$ cat src/rtl/core/interrupt_latency_monitor_core_assert.svh
// ----------------------------------------------------------------------------
// Interrupt latency monitor assertion macros
// Concurrent assertion helpers shared by the monitor RTL. They expand to
// nothing in synthesis.
// ----------------------------------------------------------------------------
`ifndef INTERRUPT_LATENCY_MONITOR_CORE_ASSERT_SVH
`define INTERRUPT_LATENCY_MONITOR_CORE_ASSERT_SVH

`ifndef SYNTHESIS
// Checked on every rising edge of clk_i outside reset.
`define ILM_ASSERT(name, prop) \
  name: assert property (@(posedge clk_i) disable iff (!rst_ni) (prop)) \
    else $error("interrupt latency monitor assertion failed");
// Checked on every rising edge of clk_i, reset included.
`define ILM_ASSERT_ALWAYS(name, prop) \
  name: assert property (@(posedge clk_i) (prop)) \
    else $error("interrupt latency monitor assertion failed");
`else
`define ILM_ASSERT(name, prop)
`define ILM_ASSERT_ALWAYS(name, prop)
`endif

`endif

$ cat src/rtl/core/ilm_pkg.sv
// ----------------------------------------------------------------------------
// Interrupt latency monitor package
// Shared widths, event codes and configuration register indexes.
// ----------------------------------------------------------------------------
`timescale 1ns / 1ps

package ilm_pkg;

  // Width of timestamps, counters and sums.
  localparam int unsigned TsW = 64;

  // Event kinds carried in the action field.
  typedef enum logic [1:0] {
    ACT_RAISE = 2'd0,
    ACT_ENTRY = 2'd1,
    ACT_EXIT  = 2'd2
  } action_e;

  // Configuration register indexes.
  typedef enum logic {
    CFG_REPORT_INTERVAL = 1'b0,
    CFG_MEASURE_TX      = 1'b1
  } cfg_idx_e;

  // Reset values of the configuration registers.
  localparam logic [TsW-1:0] ReportIntervalRst = 64'd1000000000;
  localparam logic           MeasureTxRst      = 1'b1;

endpackage

$ cat src/rtl/core/ilm_if.sv
// ----------------------------------------------------------------------------
// Interrupt latency monitor channel interfaces
// Valid/ready channels for incoming interrupt events and outgoing reports.
// ----------------------------------------------------------------------------
`timescale 1ns / 1ps

// Timestamped interrupt event channel.
interface ilm_event_if;
  logic                     valid;
  logic                     ready;
  logic [1:0]               action;
  logic [ilm_pkg::TsW-1:0]  timestamp_ns;

  modport source (output valid, output action, output timestamp_ns, input ready);
  modport sink   (input valid, input action, input timestamp_ns, output ready);
endinterface

// Window report channel.
interface ilm_report_if;
  logic                     valid;
  logic                     ready;
  logic [ilm_pkg::TsW-1:0]  event_total;
  logic [ilm_pkg::TsW-1:0]  transmit_delay_total;
  logic [ilm_pkg::TsW-1:0]  service_delay_total;

  modport source (output valid, output event_total, output transmit_delay_total,
                  output service_delay_total, input ready);
  modport sink   (input valid, input event_total, input transmit_delay_total,
                  input service_delay_total, output ready);
endinterface

$ cat src/rtl/core/interrupt_latency_monitor_core.sv
// ----------------------------------------------------------------------------
// Interrupt latency monitor core
// Accumulates raise-to-entry and entry-to-exit delays and reports them per
// time window.
// ----------------------------------------------------------------------------
`timescale 1ns / 1ps

// The monitor accepts one event request per clock cycle unless stalled, and
// works through it in a single compute stage between an input register and a
// report register. The report that an entry event triggers is registered in
// the report register, which drives rpt_o. The rate is set by that one stage:
// a 64-bit subtract, add and compare per event. When a report waits at rpt_o
// without ready, the compute stage holds, the input register fills and then
// evt_i.ready drops until the report is taken. The user writes configuration via
// cfg_we_i only while no events are in flight; the block does not enforce it.
module interrupt_latency_monitor_core (
  input  logic                    clk_i,
  input  logic                    rst_ni,
  ilm_event_if.sink               evt_i,
  ilm_report_if.source            rpt_o,
  input  logic                    cfg_we_i,
  input  logic                    cfg_idx_i,
  input  logic [ilm_pkg::TsW-1:0] cfg_data_i
);

  `include "interrupt_latency_monitor_core_assert.svh"

  localparam int unsigned W = ilm_pkg::TsW;

  // Configuration registers.
  logic [W-1:0] interval_q;
  logic         measure_q;

  // Input register.
  logic         in_valid_q;
  logic [1:0]   action_q;
  logic [W-1:0] ts_q;

  // Monitor state.
  logic [W-1:0] raise_time_q, raise_time_d;
  logic         raise_seen_q, raise_seen_d;
  logic [W-1:0] entry_time_q, entry_time_d;
  logic         entry_seen_q, entry_seen_d;
  logic [W-1:0] report_time_q, report_time_d;
  logic         report_armed_q, report_armed_d;
  logic [W-1:0] pair_count_q, pair_count_d;
  logic [W-1:0] transmit_sum_q, transmit_sum_d;
  logic [W-1:0] service_sum_q, service_sum_d;

  // Report register.
  logic         out_valid_q;
  logic [W-1:0] out_count_q, out_tx_q, out_svc_q;

  logic         advance;
  logic         step;
  logic         report_fire;
  logic [W-1:0] tx_acc;
  logic [W-1:0] elapsed;

  // The compute stage moves whenever the report register is free or drains.
  assign advance     = !out_valid_q || rpt_o.ready;
  assign step        = in_valid_q && advance;
  assign evt_i.ready = !in_valid_q || advance;

  // Configuration writes.
  always_ff @(posedge clk_i or negedge rst_ni) begin
    if (!rst_ni) begin
      interval_q <= ilm_pkg::ReportIntervalRst;
      measure_q  <= ilm_pkg::MeasureTxRst;
    end else if (cfg_we_i) begin
      unique case (cfg_idx_i)
        ilm_pkg::CFG_REPORT_INTERVAL: interval_q <= cfg_data_i;
        ilm_pkg::CFG_MEASURE_TX:      measure_q  <= cfg_data_i[0];
        default: ;
      endcase
    end
  end

  // Input register captures each accepted event request.
  always_ff @(posedge clk_i or negedge rst_ni) begin
    if (!rst_ni) begin
      in_valid_q <= 1'b0;
    end else if (evt_i.ready) begin
      in_valid_q <= evt_i.valid;
    end
  end

  always_ff @(posedge clk_i) begin
    if (evt_i.valid && evt_i.ready) begin
      action_q <= evt_i.action;
      ts_q     <= evt_i.timestamp_ns;
    end
  end

  // Delay arithmetic for the event in the input register.
  assign tx_acc  = transmit_sum_q + ts_q - raise_time_q;
  assign elapsed = ts_q - report_time_q;

  // Next state and report decision for one event.
  always_comb begin
    raise_time_d   = raise_time_q;
    raise_seen_d   = raise_seen_q;
    entry_time_d   = entry_time_q;
    entry_seen_d   = entry_seen_q;
    report_time_d  = report_time_q;
    report_armed_d = report_armed_q;
    pair_count_d   = pair_count_q;
    transmit_sum_d = transmit_sum_q;
    service_sum_d  = service_sum_q;
    report_fire    = 1'b0;

    case (action_q)
      ilm_pkg::ACT_RAISE: begin
        raise_time_d = ts_q;
        raise_seen_d = 1'b1;
      end
      ilm_pkg::ACT_EXIT: begin
        if (!entry_seen_q) begin
          // An exit with no entry on record becomes the entry reference.
          entry_time_d = ts_q;
          entry_seen_d = 1'b1;
        end else begin
          pair_count_d  = pair_count_q + W'(1);
          service_sum_d = service_sum_q + ts_q - entry_time_q;
        end
      end
      ilm_pkg::ACT_ENTRY: begin
        entry_time_d = ts_q;
        entry_seen_d = 1'b1;
        if (measure_q && raise_seen_q) begin
          transmit_sum_d = tx_acc;
        end
        // Without a raise on record a measuring entry leaves the window alone.
        if (!measure_q || raise_seen_q) begin
          if (!report_armed_q) begin
            report_time_d  = ts_q;
            report_armed_d = 1'b1;
          end else if (elapsed > interval_q) begin
            report_fire    = 1'b1;
            report_time_d  = ts_q;
            pair_count_d   = '0;
            transmit_sum_d = '0;
            service_sum_d  = '0;
          end
        end
      end
      default: ;
    endcase
  end

  // State update, one event per step.
  always_ff @(posedge clk_i or negedge rst_ni) begin
    if (!rst_ni) begin
      raise_time_q   <= '0;
      raise_seen_q   <= 1'b0;
      entry_time_q   <= '0;
      entry_seen_q   <= 1'b0;
      report_time_q  <= '0;
      report_armed_q <= 1'b0;
      pair_count_q   <= '0;
      transmit_sum_q <= '0;
      service_sum_q  <= '0;
    end else if (step) begin
      raise_time_q   <= raise_time_d;
      raise_seen_q   <= raise_seen_d;
      entry_time_q   <= entry_time_d;
      entry_seen_q   <= entry_seen_d;
      report_time_q  <= report_time_d;
      report_armed_q <= report_armed_d;
      pair_count_q   <= pair_count_d;
      transmit_sum_q <= transmit_sum_d;
      service_sum_q  <= service_sum_d;
    end
  end

  // Report register.
  always_ff @(posedge clk_i or negedge rst_ni) begin
    if (!rst_ni) begin
      out_valid_q <= 1'b0;
    end else if (advance) begin
      out_valid_q <= step && report_fire;
    end
  end

  always_ff @(posedge clk_i) begin
    if (step && report_fire) begin
      out_count_q <= pair_count_q;
      out_tx_q    <= measure_q ? tx_acc : transmit_sum_q;
      out_svc_q   <= service_sum_q;
    end
  end

  assign rpt_o.valid                = out_valid_q;
  assign rpt_o.event_total          = out_count_q;
  assign rpt_o.transmit_delay_total = out_tx_q;
  assign rpt_o.service_delay_total  = out_svc_q;

  // No report is offered while reset is applied.
  `ILM_ASSERT_ALWAYS(a_no_report_in_reset, !rst_ni |-> !rpt_o.valid)

  // A report leaves the window counters cleared.
  `ILM_ASSERT(a_report_clears, step && report_fire |=>
    pair_count_q == '0 && transmit_sum_q == '0 && service_sum_q == '0)

  // A stalled event stays in the input register.
  `ILM_ASSERT(a_stall_holds, in_valid_q && !advance |=> in_valid_q && $stable(ts_q))

endmodule
$ cat src/flat_wrapper.sv
// flat-port wrapper written by rule: the top's interface ports become plain ports
module interrupt_latency_monitor_core_flat 
  (clk_i, rst_ni, cfg_we_i, cfg_idx_i, cfg_data_i, evt_i_valid, evt_i_action, evt_i_timestamp_ns, evt_i_ready, rpt_o_valid, rpt_o_event_total, rpt_o_transmit_delay_total, rpt_o_service_delay_total, rpt_o_ready);
  ilm_event_if evt_i_i ();
  ilm_report_if rpt_o_i ();
  input  logic clk_i;
  input  logic rst_ni;
  input  logic cfg_we_i;
  input  logic cfg_idx_i;
  input  logic [ilm_pkg::TsW-1:0] cfg_data_i;
  input wire logic [$bits(evt_i_i.valid)-1:0] evt_i_valid;
  input wire logic [$bits(evt_i_i.action)-1:0] evt_i_action;
  input wire logic [$bits(evt_i_i.timestamp_ns)-1:0] evt_i_timestamp_ns;
  output wire logic [$bits(evt_i_i.ready)-1:0] evt_i_ready;
  output wire logic [$bits(rpt_o_i.valid)-1:0] rpt_o_valid;
  output wire logic [$bits(rpt_o_i.event_total)-1:0] rpt_o_event_total;
  output wire logic [$bits(rpt_o_i.transmit_delay_total)-1:0] rpt_o_transmit_delay_total;
  output wire logic [$bits(rpt_o_i.service_delay_total)-1:0] rpt_o_service_delay_total;
  input wire logic [$bits(rpt_o_i.ready)-1:0] rpt_o_ready;
  assign evt_i_i.valid = evt_i_valid;
  assign evt_i_i.action = evt_i_action;
  assign evt_i_i.timestamp_ns = evt_i_timestamp_ns;
  assign evt_i_ready = evt_i_i.ready;
  assign rpt_o_valid = rpt_o_i.valid;
  assign rpt_o_event_total = rpt_o_i.event_total;
  assign rpt_o_transmit_delay_total = rpt_o_i.transmit_delay_total;
  assign rpt_o_service_delay_total = rpt_o_i.service_delay_total;
  assign rpt_o_i.ready = rpt_o_ready;
  interrupt_latency_monitor_core u_core (.clk_i(clk_i), .rst_ni(rst_ni), .evt_i(evt_i_i), .rpt_o(rpt_o_i), .cfg_we_i(cfg_we_i), .cfg_idx_i(cfg_idx_i), .cfg_data_i(cfg_data_i));
endmodule
$ cat config.mk
export PLATFORM = sky130hd
export DESIGN_NAME = interrupt_latency_monitor_core_flat
export DESIGN_NICKNAME = d
export VERILOG_FILES = /design/src/rtl/core/ilm_pkg.sv /design/src/rtl/core/ilm_if.sv /design/src/rtl/core/interrupt_latency_monitor_core.sv /design/src/flat_wrapper.sv
export VERILOG_INCLUDE_DIRS = /design/src /design/src/rtl/core
export SDC_FILE = /design/constraint.sdc
export NUM_CORES = 2
export LEC_CHECK = 0
export BUFFER_PORTS_ARGS = -buffer_cell sky130_fd_sc_hd__buf_2
export CAP_MARGIN = 0
export CORE_ASPECT_RATIO = 0.9
export CORE_UTILIZATION = 60
export DETAILED_ROUTE_END_ITERATION = 6
export PLACE_DENSITY = 0.84
export SLEW_MARGIN = 20
export SYNTH_ARGS = -nofsm -noshare
export SYNTH_HDL_FRONTEND = slang
export SYNTH_SLANG_ARGS = --single-unit
export TNS_END_PERCENT = 10
$ cat constraint.sdc
create_clock -name clk_i -period 19.1 [get_ports clk_i]
set_input_delay 2.865 -clock clk_i [delete_from_list [all_inputs] [get_ports clk_i]]
set_output_delay 2.865 -clock clk_i [all_outputs]
set_load 0.05 [all_outputs]
==> impl_metrics.tcl <==
set metrics [dict create \
    status "finished, violations left" \
    violations "design-rule violations" \
    first_pass_iters 7 \
    cts-root-buf "clkbuf_16" \
    synth.net_count 4946 \
    diodes 0 \
    critPathLaunchType "register" \
    syn_inst 4424 \
    fp-row-count 92 \
    ios 330 \
    post-cts-setup-buffer-count 0 \
    grt_max_degree 180 \
    wl_mm 109 \
    hold_viol_final 0 \
    synth.avg_cell_area_um2 9.60 \
    met2_length_mm 48.1 \
    ys_types 84 \
    dr_total_vias 33100 \
    ys_warn_count 0 \
    drive_gt1_frac 0.112 \
    cts_tree "yes" \
    ys_seq_area_frac 0.450 \
    ys.flop_type "dfrtp_1" \
    skew_ns 0.0366 \
    core_um2 70000 \
    slew_viol_final 0 \
    rsz0062_at_grt "false" \
    fmax_mhz 127 \
    fp.dieW_um 282 \
    worst_slack_ns 11.25 \
    worstPathRequired_ns 19.61 \
    start_util 0.607 \
    worst_slew_pin_slew_ns 1.08 \
    synth_area_um2 42500 \
    first_iter_violations 3277 \
    cts_made_buffers 75 \
    grt_pass1_vias 31900 \
    finalCriticalPeriod_ns 7.85 \
    clk_pin_slew_worst_paths_ns 0.07 \
    drcViolationCount 3 \
    antenna_found_initial 1 \
    dieHeight_um 254 \
    cts.sinks 712 \
    period_share 0.411 \
    layout-area-overhead-vs-synth_pct 11.6 \
    fin_tns_setup_ns 0 \
    gp_congestion 0.941 \
    max_slew_margin 0.282 \
    final.fill_count 5389 \
    overflow 0 \
    track_usage 0.309 \
    antenna_left 0 \
    wl_met3_mm 7.85 \
    ys_ff_latch 712 \
    holdPathStages 0 \
    synth_edf_count 258 \
    pre_cts_ws_ns 11.43 \
    critPathKind "register to register" \
    drv_cap 0 \
    worstPathArrival_ns 8.36 \
    reg2regPathDepth 27 \
    io_buffer_count 329 \
    h-tree-depth 3 \
    drt-vias-per-instance 5.85 \
    die-area_um2 71800 \
    setup_violations 0 \
    cts_buffer_depth 3 \
    grt_pass1_wl_mm 174 \
    synth_async_sr_flop_share 0.638 \
    hpwl_mm 80.9 \
    path_max_fanout 30 \
    cp-end-kind "register" \
    nNetsFinal 5176 \
    clock_latency_ns 0.66 \
    top_layer "met4" \
    postCtsHoldBufs 0 \
    cts_resized 0 \
    wl_per_cell_um 19.3 \
    wl_met1_mm 49.2 \
    hold_class "register to register" \
    final_common_cell "inv_1" \
    final_cell_mix "640 x inv_1, 476 x nand2_1, 440 x dfrtp_1" \
]
==> cells by family after synthesis <==
family / after synthesis / synth area share
compound gates: 1212 / 0.176
simple gates: 1040 / 0.113
buf+inv: 833 / 0.0738
flops: 712 / 0.450
fa+ha+maj: 386 / 0.136
xor+xnor: 219 / 0.0452
mux: 22 / 0.00575
==> path summary, 6_finish.rpt <==
check | startpoint | to | slack (ns)
setup reg to reg | u_core.ts_q[0]$_DFFE_PP_ | u_core.pair_count_q[52]$_DFFE_PN0P_ | 11.25
max in group asynchronous | rst_ni | u_core.raise_time_q[49]$_DFFE_PN0P_ | 14.64
hold / removal | u_core.service_sum_q[44]$_DFFE_PN0P_ | u_core.rpt_o.service_delay_total[44]$_DFFE_PP_ | 0.45
min in group asynchronous | rst_ni | u_core.interval_q[6]$_DFFE_PN0P_ | 2.28
hold reg to reg | u_core.service_sum_q[44]$_DFFE_PN0P_ | u_core.rpt_o.service_delay_total[44]$_DFFE_PP_ | 0.45
setup / recovery | u_core.ts_q[0]$_DFFE_PP_ | u_core.pair_count_q[52]$_DFFE_PN0P_ | 11.25
==> sequential cells by signal (all words and copies together), names as in the netlist <==
register	flops
u_core.raise_time_q	64
u_core.transmit_sum_q	64
u_core.rpt_o.valid	1
u_core.service_sum_q	64
u_core.report_armed_q	1
u_core.rpt_o.service_delay_total	64
u_core.entry_time_q	64
u_core.action_q	2
u_core.ts_q	64
u_core.raise_seen_q	1
u_core.report_time_q	64
u_core.interval_q	64
u_core.pair_count_q	64
u_core.entry_seen_q	1
u_core.rpt_o.event_total	64
u_core.measure_q	1
u_core.rpt_o.transmit_delay_total	64
u_core.in_valid_q	1
==> critical path: stages (launching register included) <==
cell and delay (ns):
edfxtp_1 0.38, inv_1 0.15, ha_1 0.19, inv_1 0.05, fa_1 0.42, a211oi_1 0.32, o211ai_2 0.16, a41oi_1 0.45
or4_1 0.21, a211oi_1 0.11, o41ai_1 0.80, o31ai_2 0.23, nand4_1 0.15, o2bb2ai_1 0.16, o21ai_1 0.10, xor2_1 0.17
ha_1 0.31, nand4_1 0.16, nor4_1 0.33, nand4_1 0.22, nor3_1 0.21, a211oi_1 0.08, nand2_1 0.29, nand3_1 0.35
a2111o_1 0.92, nor4_1 0.54, xnor2_1 0.17, nor2_1 0.06
==> per-stage QoR <==
| stage | cells | hold WS (ns) | utilization | cell area (µm²) |
|---|---|---|---|---|
| floorplan | 4424 | 0.425 | - | 42500 |
| global placement | 5517 | 0.428 | 0.640 | 44800 |
| detailed placement | 5517 | 0.432 | 0.640 | 44800 |
| CTS | 5657 | 0.446 | 0.677 | 47400 |
| global route | 5657 | 0.452 | 0.677 | 47400 |
| finish | 5657 | 0.447 | 0.677 | 47400 |
==> metal layers <==
layer,vias to the layer above,GRT usage
met3,219,0.0480
met2,1281,0.464
met4,0,0.114
met5,-,0
met1,16000,0.455
li1,15600,-
==> area by class of cell <==
| class | count | area [µm²] | area share |
|---|---|---|---|
| Clock buffer | 93 | 2000 | 0.0421 |
| Clock inverter | 47 | 614 | 0.0130 |
| Inverter | 641 | 2410 | 0.0508 |
| Multi-Input combinational cell | 2879 | 20300 | 0.428 |
| Sequential cell | 712 | 19100 | 0.404 |
| Tap cell | 940 | 1180 | 0.0248 |
| Timing Repair Buffer | 345 | 1800 | 0.0380 |
==> cells in the mapped netlist, drive strengths merged, types with 7 or more instances <==
| cell | number | share of area |
|---|---|---|
| ha | 259 | 0.076 |
| o221ai | 7 | 0.0014 |
| a41oi | 7 | 0.0014 |
| or3 | 30 | 0.0044 |
| nand3 | 86 | 0.010 |
| buf | 15 | 0.0015 |
| fa | 127 | 0.060 |
| nand2 | 477 | 0.042 |
| and4 | 14 | 0.0029 |
| a211o | 10 | 0.0021 |
| nor2 | 162 | 0.014 |
| mux2 | 19 | 0.0050 |
| and2 | 18 | 0.0027 |
| o211ai | 16 | 0.0029 |
| edfxtp | 258 | 0.18 |
| a31oi | 28 | 0.0043 |
| dfstp | 14 | 0.0087 |
| nor2b | 25 | 0.0037 |
| a22o | 58 | 0.012 |
| clkbuf | 177 | 0.016 |
| a21o | 151 | 0.027 |
| nor4 | 20 | 0.0029 |
| o22ai | 58 | 0.0085 |
| xor2 | 76 | 0.016 |
| a221oi | 7 | 0.0016 |
| inv | 641 | 0.057 |
| o31ai | 19 | 0.0040 |
| o21bai | 36 | 0.0064 |
| or4 | 7 | 0.0012 |
| a21oi | 275 | 0.033 |
| o21a | 20 | 0.0035 |
| xnor2 | 143 | 0.029 |
| nand2b | 28 | 0.0041 |
| nor3 | 58 | 0.0068 |
| a2111oi | 7 | 0.0015 |
| dfrtp | 440 | 0.26 |
| o21ai | 444 | 0.052 |
| a211oi | 21 | 0.0037 |
| and3 | 28 | 0.0041 |
| nand4 | 70 | 0.010 |
Power is not shown: default switching activity piles up to over one toggle a cycle in this logic, so the estimate is an artifact.
